## config.mk

```make
export PLATFORM = sky130hd
export DESIGN_NAME = flash_wear_leveling_map
export DESIGN_NICKNAME = d
export VERILOG_FILES = /design/src/fwl_pkg.sv /design/src/fwl_ctrl.sv /design/src/fwl_dp.sv /design/src/flash_wear_leveling_map.sv
export SDC_FILE = /design/constraint.sdc
export NUM_CORES = 1
export LEC_CHECK = 0
export BUFFER_PORTS_ARGS = -buffer_cell sky130_fd_sc_hd__buf_4
export CORE_MARGIN = 2
export CORE_UTILIZATION = 30
export CTS_CLUSTER_SIZE = 16
export DETAILED_ROUTE_END_ITERATION = 8
export GPL_ROUTABILITY_DRIVEN = 1
export HOLD_SLACK_MARGIN = 0.05
export PLACE_DENSITY = 0.5
export SLEW_MARGIN = 20
export SYNTH_ARGS = -nofsm -noshare
export SYNTH_HDL_FRONTEND = slang
export SYNTH_SLANG_ARGS = --single-unit
```

## constraint.sdc

```tcl
create_clock -name clk -period 5.1 [get_ports clk]
set_clock_uncertainty 0.1 [all_clocks]
set_input_delay 1.02 -clock clk [delete_from_list [all_inputs] [get_ports clk]]
set_output_delay 1.02 -clock clk [all_outputs]
set_load 0.05 [all_outputs]
```

## src/fwl_pkg.sv

```systemverilog
// Shared types and constants for the flash wear-leveling map.
// Holds the request and command codes, the item layouts, and the
// control and status records between the sequencer and the datapath.
package fwl_pkg;

    localparam int LOGICAL_BLOCKS = 32;
    localparam int LB_W = 5;
    localparam int OP_W = 2;
    localparam int THR_W = 16;
    localparam logic [THR_W-1:0] THR_RESET = 16'd5;
    localparam int BLK_FIELD_W = 5;
    localparam int CMD_W = 3;
    localparam int IN_TDATA_W = 8;
    localparam int OUT_TDATA_W = 16;
    localparam int OUT_PAD_W = OUT_TDATA_W - CMD_W - 2 * BLK_FIELD_W;

    typedef enum logic [OP_W-1:0] {
        OP_READ  = 2'd0,
        OP_WRITE = 2'd1,
        OP_ERASE = 2'd2,
        OP_NONE  = 2'd3
    } op_t;

    typedef enum logic [CMD_W-1:0] {
        CMD_READ     = 3'd0,
        CMD_PROGRAM  = 3'd1,
        CMD_ERASE    = 3'd2,
        CMD_COPY     = 3'd3,
        CMD_UNMAPPED = 3'd4
    } cmd_code_t;

    typedef enum logic [2:0] {
        EM_READ,
        EM_UNMAP,
        EM_ERASE_OLD,
        EM_COPY,
        EM_ERASE_COLD,
        EM_PROGRAM
    } emit_t;

    typedef struct packed {
        logic  clr_step;
        logic  take;
        logic  scan_start;
        logic  scan_run;
        logic  want_free;
        logic  save_tgt;
        logic  wr_old;
        logic  clr_map_lb;
        logic  claim_tgt;
        logic  remap_start;
        logic  remap_step;
        logic  erase_cold;
        logic  finalize;
        logic  emit;
        emit_t emit_kind;
        logic  emit_last;
    } fwl_cmd_t;

    typedef struct packed {
        logic clr_last;
        op_t  op;
        logic map_hit;
        logic scan_done;
        logic found;
        logic ge_thr;
        logic remap_last;
        logic out_free;
    } fwl_stat_t;

endpackage

```

## src/fwl_ctrl.sv

```systemverilog
// Sequencer for the flash wear-leveling map.
// Steps each request through lookup, counter scans, remap and command
// output; depends on fwl_pkg and drives fwl_dp through fwl_cmd_t.
module fwl_ctrl (
    input  logic              clk,
    input  logic              rst_n,
    input  logic              in_valid,
    output logic              in_ready,
    input  fwl_pkg::fwl_stat_t stat,
    output fwl_pkg::fwl_cmd_t  cmd
);
    import fwl_pkg::*;

    typedef enum logic [3:0] {
        S_CLEAR,
        S_IDLE,
        S_DECODE,
        S_OLD,
        S_SCAN_F,
        S_NOFREE,
        S_SCAN_C,
        S_COPY,
        S_REMAP,
        S_ECOLD,
        S_PROG
    } state_t;

    state_t state_reg;
    state_t state_next;

    assign in_ready = (state_reg == S_IDLE);

    always_comb
    begin
        cmd = '0;
        cmd.emit_kind = EM_UNMAP;
        state_next = state_reg;
        unique case (state_reg)
            S_CLEAR:
            begin
                cmd.clr_step = 1'b1;
                if (stat.clr_last)
                begin
                    state_next = S_IDLE;
                end
            end
            S_IDLE:
            begin
                if (in_valid)
                begin
                    cmd.take = 1'b1;
                    state_next = S_DECODE;
                end
            end
            S_DECODE:
            begin
                unique case (stat.op)
                    OP_READ:
                    begin
                        if (stat.out_free)
                        begin
                            cmd.emit = 1'b1;
                            cmd.emit_kind = stat.map_hit ? EM_READ : EM_UNMAP;
                            cmd.emit_last = 1'b1;
                            state_next = S_IDLE;
                        end
                    end
                    OP_ERASE:
                    begin
                        if (stat.map_hit)
                        begin
                            state_next = S_OLD;
                        end
                        else if (stat.out_free)
                        begin
                            cmd.emit = 1'b1;
                            cmd.emit_kind = EM_UNMAP;
                            cmd.emit_last = 1'b1;
                            state_next = S_IDLE;
                        end
                    end
                    OP_WRITE:
                    begin
                        if (stat.map_hit)
                        begin
                            state_next = S_OLD;
                        end
                        else
                        begin
                            cmd.scan_start = 1'b1;
                            state_next = S_SCAN_F;
                        end
                    end
                    OP_NONE:
                    begin
                        state_next = S_IDLE;
                    end
                    default:
                    begin
                        state_next = S_IDLE;
                    end
                endcase
            end
            S_OLD:
            begin
                if (stat.out_free)
                begin
                    cmd.wr_old = 1'b1;
                    cmd.clr_map_lb = 1'b1;
                    cmd.emit = 1'b1;
                    cmd.emit_kind = EM_ERASE_OLD;
                    cmd.emit_last = (stat.op == OP_ERASE);
                    if (stat.op == OP_ERASE)
                    begin
                        state_next = S_IDLE;
                    end
                    else
                    begin
                        cmd.scan_start = 1'b1;
                        state_next = S_SCAN_F;
                    end
                end
            end
            S_SCAN_F:
            begin
                cmd.scan_run = 1'b1;
                cmd.want_free = 1'b1;
                if (stat.scan_done)
                begin
                    if (!stat.found)
                    begin
                        state_next = S_NOFREE;
                    end
                    else if (stat.ge_thr)
                    begin
                        cmd.save_tgt = 1'b1;
                        cmd.scan_start = 1'b1;
                        state_next = S_SCAN_C;
                    end
                    else
                    begin
                        cmd.save_tgt = 1'b1;
                        state_next = S_PROG;
                    end
                end
            end
            S_NOFREE:
            begin
                if (stat.out_free)
                begin
                    cmd.emit = 1'b1;
                    cmd.emit_kind = EM_UNMAP;
                    cmd.emit_last = 1'b1;
                    state_next = S_IDLE;
                end
            end
            S_SCAN_C:
            begin
                cmd.scan_run = 1'b1;
                if (stat.scan_done)
                begin
                    state_next = stat.found ? S_COPY : S_PROG;
                end
            end
            S_COPY:
            begin
                if (stat.out_free)
                begin
                    cmd.emit = 1'b1;
                    cmd.emit_kind = EM_COPY;
                    cmd.claim_tgt = 1'b1;
                    cmd.remap_start = 1'b1;
                    state_next = S_REMAP;
                end
            end
            S_REMAP:
            begin
                cmd.remap_step = 1'b1;
                if (stat.remap_last)
                begin
                    state_next = S_ECOLD;
                end
            end
            S_ECOLD:
            begin
                if (stat.out_free)
                begin
                    cmd.emit = 1'b1;
                    cmd.emit_kind = EM_ERASE_COLD;
                    cmd.erase_cold = 1'b1;
                    state_next = S_PROG;
                end
            end
            S_PROG:
            begin
                if (stat.out_free)
                begin
                    cmd.emit = 1'b1;
                    cmd.emit_kind = EM_PROGRAM;
                    cmd.emit_last = 1'b1;
                    cmd.finalize = 1'b1;
                    state_next = S_IDLE;
                end
            end
            default:
            begin
                state_next = S_IDLE;
            end
        endcase
    end

    always_ff @(posedge clk or negedge rst_n)
    begin
        if (!rst_n)
        begin
            state_reg <= S_CLEAR;
        end
        else
        begin
            state_reg <= state_next;
        end
    end

endmodule

```

## src/fwl_dp.sv

```systemverilog
// Datapath for the flash wear-leveling map: erase counter memory with
// free flags, logical map, scan unit, threshold register and output register.
// Depends on fwl_pkg; controlled by fwl_ctrl through fwl_cmd_t.
module fwl_dp #(
    parameter int NUM_BLOCKS  = 32,
    parameter int COUNT_WIDTH = 16
) (
    input  logic                             clk,
    input  logic                             rst_n,
    input  logic [fwl_pkg::IN_TDATA_W-1:0]   in_data,
    input  logic                             cfg_valid,
    input  logic [fwl_pkg::THR_W-1:0]        cfg_data,
    input  fwl_pkg::fwl_cmd_t                cmd,
    output fwl_pkg::fwl_stat_t               stat,
    output logic                             out_valid,
    input  logic                             out_ready,
    output logic [fwl_pkg::OUT_TDATA_W-1:0]  out_data,
    output logic                             out_last
);
    import fwl_pkg::*;

    localparam int BW = $clog2(NUM_BLOCKS);
    localparam int SW = $clog2(NUM_BLOCKS + 1);
    localparam int MW = COUNT_WIDTH + 1;
    localparam int CMP_W = (COUNT_WIDTH > THR_W) ? COUNT_WIDTH : THR_W;
    localparam logic [COUNT_WIDTH-1:0] CNT_MAX = '1;

    function automatic logic [COUNT_WIDTH-1:0] sat_inc(input logic [COUNT_WIDTH-1:0] c);
        return (c == CNT_MAX) ? c : c + 1'b1;
    endfunction

    logic [MW-1:0]          cnt_mem [NUM_BLOCKS];
    logic [MW-1:0]          rd_data_reg;
    logic [BW-1:0]          rd_addr;
    logic                   wr_en;
    logic [BW-1:0]          wr_addr;
    logic [MW-1:0]          wr_data;
    logic                   rd_free;
    logic [COUNT_WIDTH-1:0] rd_cnt;

    op_t                    op_reg;
    logic [LB_W-1:0]        lb_reg;
    logic [THR_W-1:0]       thr_reg;
    logic [BW-1:0]          clr_idx_reg;

    logic                   map_valid_reg [LOGICAL_BLOCKS];
    logic [BW-1:0]          map_phys_reg [LOGICAL_BLOCKS];
    logic [LB_W-1:0]        remap_idx_reg;
    logic [LB_W-1:0]        map_addr;
    logic                   map_hit;
    logic [BW-1:0]          map_phys;
    logic                   remap_hit;

    logic [SW-1:0]          scan_idx_reg;
    logic                   scan_issued;
    logic                   pipe_vld_reg;
    logic [BW-1:0]          pipe_idx_reg;
    logic                   found_reg;
    logic [BW-1:0]          best_idx_reg;
    logic [COUNT_WIDTH-1:0] best_cnt_reg;
    logic                   better;

    logic [BW-1:0]          tgt_idx_reg;
    logic [COUNT_WIDTH-1:0] tgt_cnt_reg;

    logic                   out_valid_reg;
    cmd_code_t              out_cmd_reg;
    logic [BLK_FIELD_W-1:0] out_phys_reg;
    logic [BLK_FIELD_W-1:0] out_src_reg;
    logic                   out_last_reg;
    cmd_code_t              e_cmd;
    logic [BW-1:0]          e_phys;
    logic [BW-1:0]          e_src;

    assign rd_free = rd_data_reg[COUNT_WIDTH];
    assign rd_cnt  = rd_data_reg[COUNT_WIDTH-1:0];

    assign map_addr  = cmd.remap_step ? remap_idx_reg : lb_reg;
    assign map_hit   = map_valid_reg[map_addr];
    assign map_phys  = map_phys_reg[map_addr];
    assign remap_hit = map_hit && (map_phys == best_idx_reg);

    assign scan_issued = (scan_idx_reg == SW'(NUM_BLOCKS));
    assign better = pipe_vld_reg && (rd_free == cmd.want_free)
                    && (!found_reg || (rd_cnt < best_cnt_reg));

    assign rd_addr = cmd.scan_run ? scan_idx_reg[BW-1:0] : map_phys;

    always_comb
    begin
        wr_en = 1'b0;
        wr_addr = tgt_idx_reg;
        wr_data = {1'b0, tgt_cnt_reg};
        priority if (cmd.clr_step)
        begin
            wr_en = 1'b1;
            wr_addr = clr_idx_reg;
            wr_data = {1'b1, {COUNT_WIDTH{1'b0}}};
        end
        else if (cmd.wr_old)
        begin
            wr_en = 1'b1;
            wr_addr = map_phys;
            wr_data = {1'b1, sat_inc(rd_cnt)};
        end
        else if (cmd.erase_cold)
        begin
            wr_en = 1'b1;
            wr_addr = best_idx_reg;
            wr_data = {1'b1, sat_inc(best_cnt_reg)};
        end
        else if (cmd.claim_tgt || cmd.finalize)
        begin
            wr_en = 1'b1;
        end
    end

    always_ff @(posedge clk)
    begin
        if (wr_en)
        begin
            cnt_mem[wr_addr] <= wr_data;
        end
        rd_data_reg <= cnt_mem[rd_addr];
    end

    always_ff @(posedge clk or negedge rst_n)
    begin
        if (!rst_n)
        begin
            thr_reg <= THR_RESET;
            clr_idx_reg <= '0;
            scan_idx_reg <= '0;
            pipe_vld_reg <= 1'b0;
            found_reg <= 1'b0;
            remap_idx_reg <= '0;
            out_valid_reg <= 1'b0;
        end
        else
        begin
            if (cfg_valid)
            begin
                thr_reg <= cfg_data;
            end
            if (cmd.clr_step)
            begin
                clr_idx_reg <= clr_idx_reg + 1'b1;
            end
            if (cmd.scan_start)
            begin
                scan_idx_reg <= '0;
                pipe_vld_reg <= 1'b0;
                found_reg <= 1'b0;
            end
            else if (cmd.scan_run)
            begin
                pipe_vld_reg <= !scan_issued;
                if (!scan_issued)
                begin
                    scan_idx_reg <= scan_idx_reg + 1'b1;
                end
                if (better)
                begin
                    found_reg <= 1'b1;
                end
            end
            if (cmd.remap_start)
            begin
                remap_idx_reg <= '0;
            end
            else if (cmd.remap_step && !remap_hit)
            begin
                remap_idx_reg <= remap_idx_reg + 1'b1;
            end
            if (cmd.emit)
            begin
                out_valid_reg <= 1'b1;
            end
            else if (out_ready)
            begin
                out_valid_reg <= 1'b0;
            end
        end
    end

    always_ff @(posedge clk or negedge rst_n)
    begin
        if (!rst_n)
        begin
            for (int i = 0; i < LOGICAL_BLOCKS; i++)
            begin
                map_valid_reg[i] <= 1'b0;
            end
        end
        else
        begin
            if (cmd.clr_map_lb)
            begin
                map_valid_reg[lb_reg] <= 1'b0;
            end
            if (cmd.finalize)
            begin
                map_valid_reg[lb_reg] <= 1'b1;
            end
        end
    end

    always_ff @(posedge clk)
    begin
        if (cmd.take)
        begin
            op_reg <= op_t'(in_data[OP_W-1:0]);
            lb_reg <= in_data[OP_W+LB_W-1:OP_W];
        end
        if (cmd.finalize)
        begin
            map_phys_reg[lb_reg] <= tgt_idx_reg;
        end
        else if (cmd.remap_step && remap_hit)
        begin
            map_phys_reg[remap_idx_reg] <= tgt_idx_reg;
        end
        if (cmd.scan_run)
        begin
            pipe_idx_reg <= scan_idx_reg[BW-1:0];
            if (better)
            begin
                best_idx_reg <= pipe_idx_reg;
                best_cnt_reg <= rd_cnt;
            end
        end
        if (cmd.save_tgt)
        begin
            tgt_idx_reg <= best_idx_reg;
            tgt_cnt_reg <= best_cnt_reg;
        end
        else if (cmd.erase_cold)
        begin
            tgt_idx_reg <= best_idx_reg;
            tgt_cnt_reg <= sat_inc(best_cnt_reg);
        end
        if (cmd.emit)
        begin
            out_cmd_reg <= e_cmd;
            out_phys_reg <= BLK_FIELD_W'(e_phys);
            out_src_reg <= BLK_FIELD_W'(e_src);
            out_last_reg <= cmd.emit_last;
        end
    end

    always_comb
    begin
        e_cmd = CMD_UNMAPPED;
        e_phys = '0;
        e_src = '0;
        unique case (cmd.emit_kind)
            EM_READ:
            begin
                e_cmd = CMD_READ;
                e_phys = map_phys;
            end
            EM_UNMAP:
            begin
                e_cmd = CMD_UNMAPPED;
            end
            EM_ERASE_OLD:
            begin
                e_cmd = CMD_ERASE;
                e_phys = map_phys;
            end
            EM_COPY:
            begin
                e_cmd = CMD_COPY;
                e_phys = tgt_idx_reg;
                e_src = best_idx_reg;
            end
            EM_ERASE_COLD:
            begin
                e_cmd = CMD_ERASE;
                e_phys = best_idx_reg;
            end
            EM_PROGRAM:
            begin
                e_cmd = CMD_PROGRAM;
                e_phys = tgt_idx_reg;
            end
            default:
            begin
                e_cmd = CMD_UNMAPPED;
            end
        endcase
    end

    assign out_valid = out_valid_reg;
    assign out_data  = {{OUT_PAD_W{1'b0}}, out_src_reg, out_phys_reg, out_cmd_reg};
    assign out_last  = out_last_reg;

    assign stat.clr_last   = (clr_idx_reg == BW'(NUM_BLOCKS - 1));
    assign stat.op         = op_reg;
    assign stat.map_hit    = map_hit;
    assign stat.scan_done  = scan_issued && !pipe_vld_reg;
    assign stat.found      = found_reg;
    assign stat.ge_thr     = (CMP_W'(best_cnt_reg) >= CMP_W'(thr_reg));
    assign stat.remap_last = remap_hit || (remap_idx_reg == LB_W'(LOGICAL_BLOCKS - 1));
    assign stat.out_free   = !out_valid_reg || out_ready;

endmodule

```

## src/flash_wear_leveling_map.sv

```systemverilog
// Top level of the flash wear-leveling map.
// Joins the sequencer fwl_ctrl and the datapath fwl_dp; uses fwl_pkg.
//
// Channel   Direction  Handshake                     Content
// s_axis    in         s_axis_tvalid/s_axis_tready   one request item
// m_axis    out        m_axis_tvalid/m_axis_tready   one flash command item
// cfg       in         cfg_valid/cfg_ready           wear threshold value
//
// After reset a clearing pass sets every counter entry to free with a zero count.
// A write makes up to two passes over the counter memory read port and one pass
// over the logical map.
// A stalled output holds its item; the next request is taken once the last
// command of the current one is in the output register.
module flash_wear_leveling_map #(
    parameter int NUM_BLOCKS  = 32,
    parameter int COUNT_WIDTH = 16
) (
    input  logic                            clk,
    input  logic                            rst_n,
    input  logic                            s_axis_tvalid,
    output logic                            s_axis_tready,
    // Fields from bit 0: op [1:0], logical_block [6:2], zero [7].
    input  logic [fwl_pkg::IN_TDATA_W-1:0]  s_axis_tdata,
    output logic                            m_axis_tvalid,
    input  logic                            m_axis_tready,
    // Fields from bit 0: command [2:0], phys_block [7:3], source_block [12:8], zero.
    output logic [fwl_pkg::OUT_TDATA_W-1:0] m_axis_tdata,
    output logic                            m_axis_tlast,
    input  logic                            cfg_valid,
    output logic                            cfg_ready,
    input  logic [fwl_pkg::THR_W-1:0]       cfg_data
);
    import fwl_pkg::*;

    fwl_cmd_t  cmd;
    fwl_stat_t stat;

    assign cfg_ready = 1'b1;

    fwl_ctrl u_ctrl (
        .clk      (clk),
        .rst_n    (rst_n),
        .in_valid (s_axis_tvalid),
        .in_ready (s_axis_tready),
        .stat     (stat),
        .cmd      (cmd)
    );

    fwl_dp #(
        .NUM_BLOCKS  (NUM_BLOCKS),
        .COUNT_WIDTH (COUNT_WIDTH)
    ) u_dp (
        .clk       (clk),
        .rst_n     (rst_n),
        .in_data   (s_axis_tdata),
        .cfg_valid (cfg_valid),
        .cfg_data  (cfg_data),
        .cmd       (cmd),
        .stat      (stat),
        .out_valid (m_axis_tvalid),
        .out_ready (m_axis_tready),
        .out_data  (m_axis_tdata),
        .out_last  (m_axis_tlast)
    );

endmodule

```

==> summary.md <==
## Timing
• share of the clock period used by the worst path: 93.7%
• unrepaired setup endpoints after global routing: no
• Final Max Slew Viols: 0
• Slew @ Worst Pin: 1.24 ns
• number of setup violations in the final report: 0
• sum of negative setup slack: 0 ns
• highest achievable clock rate: 0.209 GHz
• final critical-path required period: 4.78 ns
• final hold vios: 0
• headroom to the max-slew limit: 17.4%

## Finish
• nets: 2779
• fraction of layout instances using a drive strength above 1: 25.4%
• most common cell after layout, fill and taps aside: sky130_fd_sc_hd__edfxtp_1
• area growth from synthesis to layout: 19.7%
• most frequent cells in the layout: 767 x sky130_fd_sc_hd__edfxtp_1, 230 x sky130_fd_sc_hd__mux2_2, 218 x sky130_fd_sc_hd__nand2_1, 212 x sky130_fd_sc_hd__buf_4, 137 x sky130_fd_sc_hd__o22ai_1
• Largest register FFs: 544
• design area: 43500 sq um
• final cell utilization of the core: 36.2%

## GRT
• overall routing resource usage: 15.2%
• vias in the first global route: 22.4k
• largest net degree at the start of global routing: 72
• first-pass GRT wire length: 143000 microns
• antenna violations before repair: 7
• aggregate global routing overflow: 0

## Yosys
• adder-cell share of the synthesized area: 1.34%
• area fraction in and, or, nand and nor cells after synthesis: 7.21%
• sequential-to-total area share from yosys stat: 69.4%
• mean instance size in the synthesized netlist: 14.6 sq um
• top cell type's share of synthesized area: 63.3%
• post-synthesis sequential element count: 860
• Post-Synth XOR/XNOR Area: 1.20%
• YS warnings: 0
• portion of netlist area occupied by mux cells: 10.2%
• synthesized instance count: 2495
• Synth cell types: 75
• dominant synthesized flop cell: sky130_fd_sc_hd__edfxtp_1
• share of synthesized flip-flops with an asynchronous set or reset: 8.26%
• complex-gate fraction of the synthesized area: 8.35%
• dominant combinational cell family by area after synthesis: multiplexers
• netlist area before placement: 36400 sq um
• main area contributors after synthesis: sky130_fd_sc_hd__edfxtp_1 63%, sky130_fd_sc_hd__mux2_2 7.1%, sky130_fd_sc_hd__dfrtp_1 4.7%, sky130_fd_sc_hd__o22ai_1 2.4%, sky130_fd_sc_hd__nand2_1 2.2%
• count of flip-flops with a built-in enable after synthesis: 767
• cell taking the most area after synthesis: sky130_fd_sc_hd__edfxtp_1

## Power and ir drop
• largest vdd supply drop: 0.000896 V
• total power divided by cell area: 706 nW/um^2
• Leakage Power: 0.0147 uW

## Setup path
• crit path cell chain: or4b_4, mux2i_2, nor2b_1, buf_12, a32oi_1, a31oi_1, nor4_2, buf_4, mux2i_4, buf_12, buf_12, mux2_2, o22ai_1, o21ai_0, buf_4, and4_1
• Critical Path End: u_dp.rd_data_reg[11]$_DFF_P_
• worst setup path startpoint: u_ctrl.state_reg[1]$_DFFE_PN0P_
• data arrival time at the worst-slack endpoint: 5.23 ns
• capture instance of the worst register-to-register path: u_dp.rd_data_reg[11]$_DFF_P_
• Crit path required time: 5.56 ns
• slowest stage cell, crit path: sky130_fd_sc_hd__or4b_4
• CP peak stage delay: 0.65 ns
• origin of the critical flop-to-flop path: u_ctrl.state_reg[1]$_DFFE_PN0P_
• maximum fanout along the worst path: 41
• Register-to-Register Setup Slack: 0.32 ns
• Most common cell on crit path: sky130_fd_sc_hd__buf_12
• crit path kind: reg2reg
• Worst Setup Start Kind: flip-flop
• number of cells on the worst reg-to-reg path: 16
• Critical Path Sink Type: flip-flop

## Die
• number of ports placed on the die boundary: 49
• Die ar.: 124000 sq um
• placement row count: 127
• core area: 120000 sq um
• height of the die: 352 microns
• effective utilization at floorplan: 30.3%
• Die X-Extent: 352 microns

## Drt
• drt wl/cell: 21.9 microns
• Pre-Repair DR Iteration Count: 6
• routed vias/inst: 4.96
• vias after detailed routing: 21.8k
• DRC: 0
• Post-DRT Antenna Nets: 0
• DRT iter0 DRCs: 1858
• final wirelength: 96200 microns

## Place
• cell area after placement: 40600 sq um
• gpl congestion: 0.840
• half-perimeter wire length after placement: 61700 microns
• PortBufs: 43

## Clock network
• TritonCTS clock tree: done
• quantity of hold-fixing buffers added after cts: 0
• clock tree buffer depth: 3
• clock insertion delay at the later pin of the skew report: 0.68 ns
• count of clock tree sinks: 860
• number of gates resized after cts: 0
• root buf cell: sky130_fd_sc_hd__clkbuf_16
• setup bufs post-CTS: 0
• H-tree depth: 3
• clock transition at the registers of the reported paths: 0.06 ns
• cts bufs inserted: 88

## Hold path
• min-delay worst type: reg2reg
• Worst Min Path Start: u_dp.pipe_idx_reg[4]$_DFFE_PP_

## Run status
• outcome: finished clean

## Job
• max-capacitance violation count: 0

==> per-stage QoR <==
stage / instances / setup slack, ns / total power, uW / hold WS, ns
floorplan: 2497 / 0.469 / 18000 / 0.300
global placement: 4233 / 0.107 / 24200 / 0.306
detailed placement: 4233 / 0.0723 / 24500 / 0.305
CTS: 4394 / 0.0386 / 31000 / 0.320
global route: 4394 / 0.0320 / 32200 / 0.327
finish: 4395 / 0.323 / 30700 / 0.318
==> synth_stat cells (9+ instances only) <==
cell type / instances
sky130_fd_sc_hd__a211oi_1: 21
sky130_fd_sc_hd__a21o_1: 12
sky130_fd_sc_hd__a21oi_1: 26
sky130_fd_sc_hd__a31oi_1: 26
sky130_fd_sc_hd__a32oi_1: 20
sky130_fd_sc_hd__and2_1: 15
sky130_fd_sc_hd__buf_1: 9
sky130_fd_sc_hd__buf_2: 43
sky130_fd_sc_hd__buf_4: 17
sky130_fd_sc_hd__clkbuf_1: 59
sky130_fd_sc_hd__dfrtp_1: 69
sky130_fd_sc_hd__dfxtp_1: 22
sky130_fd_sc_hd__edfxtp_1: 767
sky130_fd_sc_hd__ha_1: 39
sky130_fd_sc_hd__inv_1: 44
sky130_fd_sc_hd__mux2_1: 56
sky130_fd_sc_hd__mux2_2: 230
sky130_fd_sc_hd__mux2i_1: 43
sky130_fd_sc_hd__nand2_1: 218
sky130_fd_sc_hd__nand2b_1: 14
sky130_fd_sc_hd__nand3_1: 73
sky130_fd_sc_hd__nand4_1: 12
sky130_fd_sc_hd__nor2_1: 145
sky130_fd_sc_hd__nor2b_1: 20
sky130_fd_sc_hd__nor3_1: 13
sky130_fd_sc_hd__o2111a_1: 13
sky130_fd_sc_hd__o21ai_0: 125
sky130_fd_sc_hd__o21ai_1: 28
sky130_fd_sc_hd__o22ai_1: 137
sky130_fd_sc_hd__or3_1: 11
sky130_fd_sc_hd__xnor2_1: 33
sky130_fd_sc_hd__xor2_1: 17
==> worst max-delay path, delay by kind of cell, from the launching register on <==
family / cells / cell delay, ns
AND/OR/NAND/NOR: 4 / 1.18
multiplexers: 3 / 0.89
AO/OA/AOI/OAI: 4 / 0.88
buffers and inverters: 5 / 1.10
flip-flops: 1 / 0.41
==> kinds of logic (layout without fill, tap and decap cells) <==
logic type / Yosys count / in the layout
AO/OA/AOI/OAI: 467 / 467
XOR/XNOR: 50 / 50
adder cells (fa/ha/maj): 39 / 39
buffers and inverters: 177 / 462
flip-flops: 860 / 860
multiplexers: 333 / 333
other: 2 / 5
AND/OR/NAND/NOR: 567 / 567
==> worst min path at each step <==
stage,endpoint,slack [ns],cells past startpoint
after floorplan,u_dp.best_idx_reg[0]$_DFFE_PP_,0.30,0
after global placement,u_dp.best_idx_reg[3]$_DFFE_PP_,0.31,0
after detailed placement,u_dp.best_idx_reg[1]$_DFFE_PP_,0.30,0
after CTS,u_dp.best_idx_reg[3]$_DFFE_PP_,0.32,0
after global routing,u_dp.best_idx_reg[1]$_DFFE_PP_,0.33,0
final,u_dp.best_idx_reg[4]$_DFFE_PP_,0.32,0
==> power by group <==
group	leakage [uW]	switching (uW)	internal [uW]
registers	0.00806	426	9870
clock network	0.00143	2760	3730
logic	0.00519	8590	5340
total	0.0147	11800	18900
==> routing by layer <==
| layer | vias to the layer above | GRT usage [%] | routed length, microns |
|---|---|---|---|
| met5 | - | 0 | 56 |
| met4 | 8 | 5.13 | 2950 |
| met3 | 169 | 3.24 | 5100 |
| met2 | 489 | 25.5 | 46900 |
| met1 | 11132 | 19.4 | 41200 |
| li1 | 10019 | - | - |
==> cell type report <==
class	instances	area, sq um
clock inverters	53	573
well taps	1612	2020
clock buffers	108	2330
flip-flops and latches	860	25300
inverters	46	173
fillers	11458	76600
diodes	1	2.50
repair buffers	255	2450
multi-input cells	1460	10700
Power figures use the tool's default switching activity.
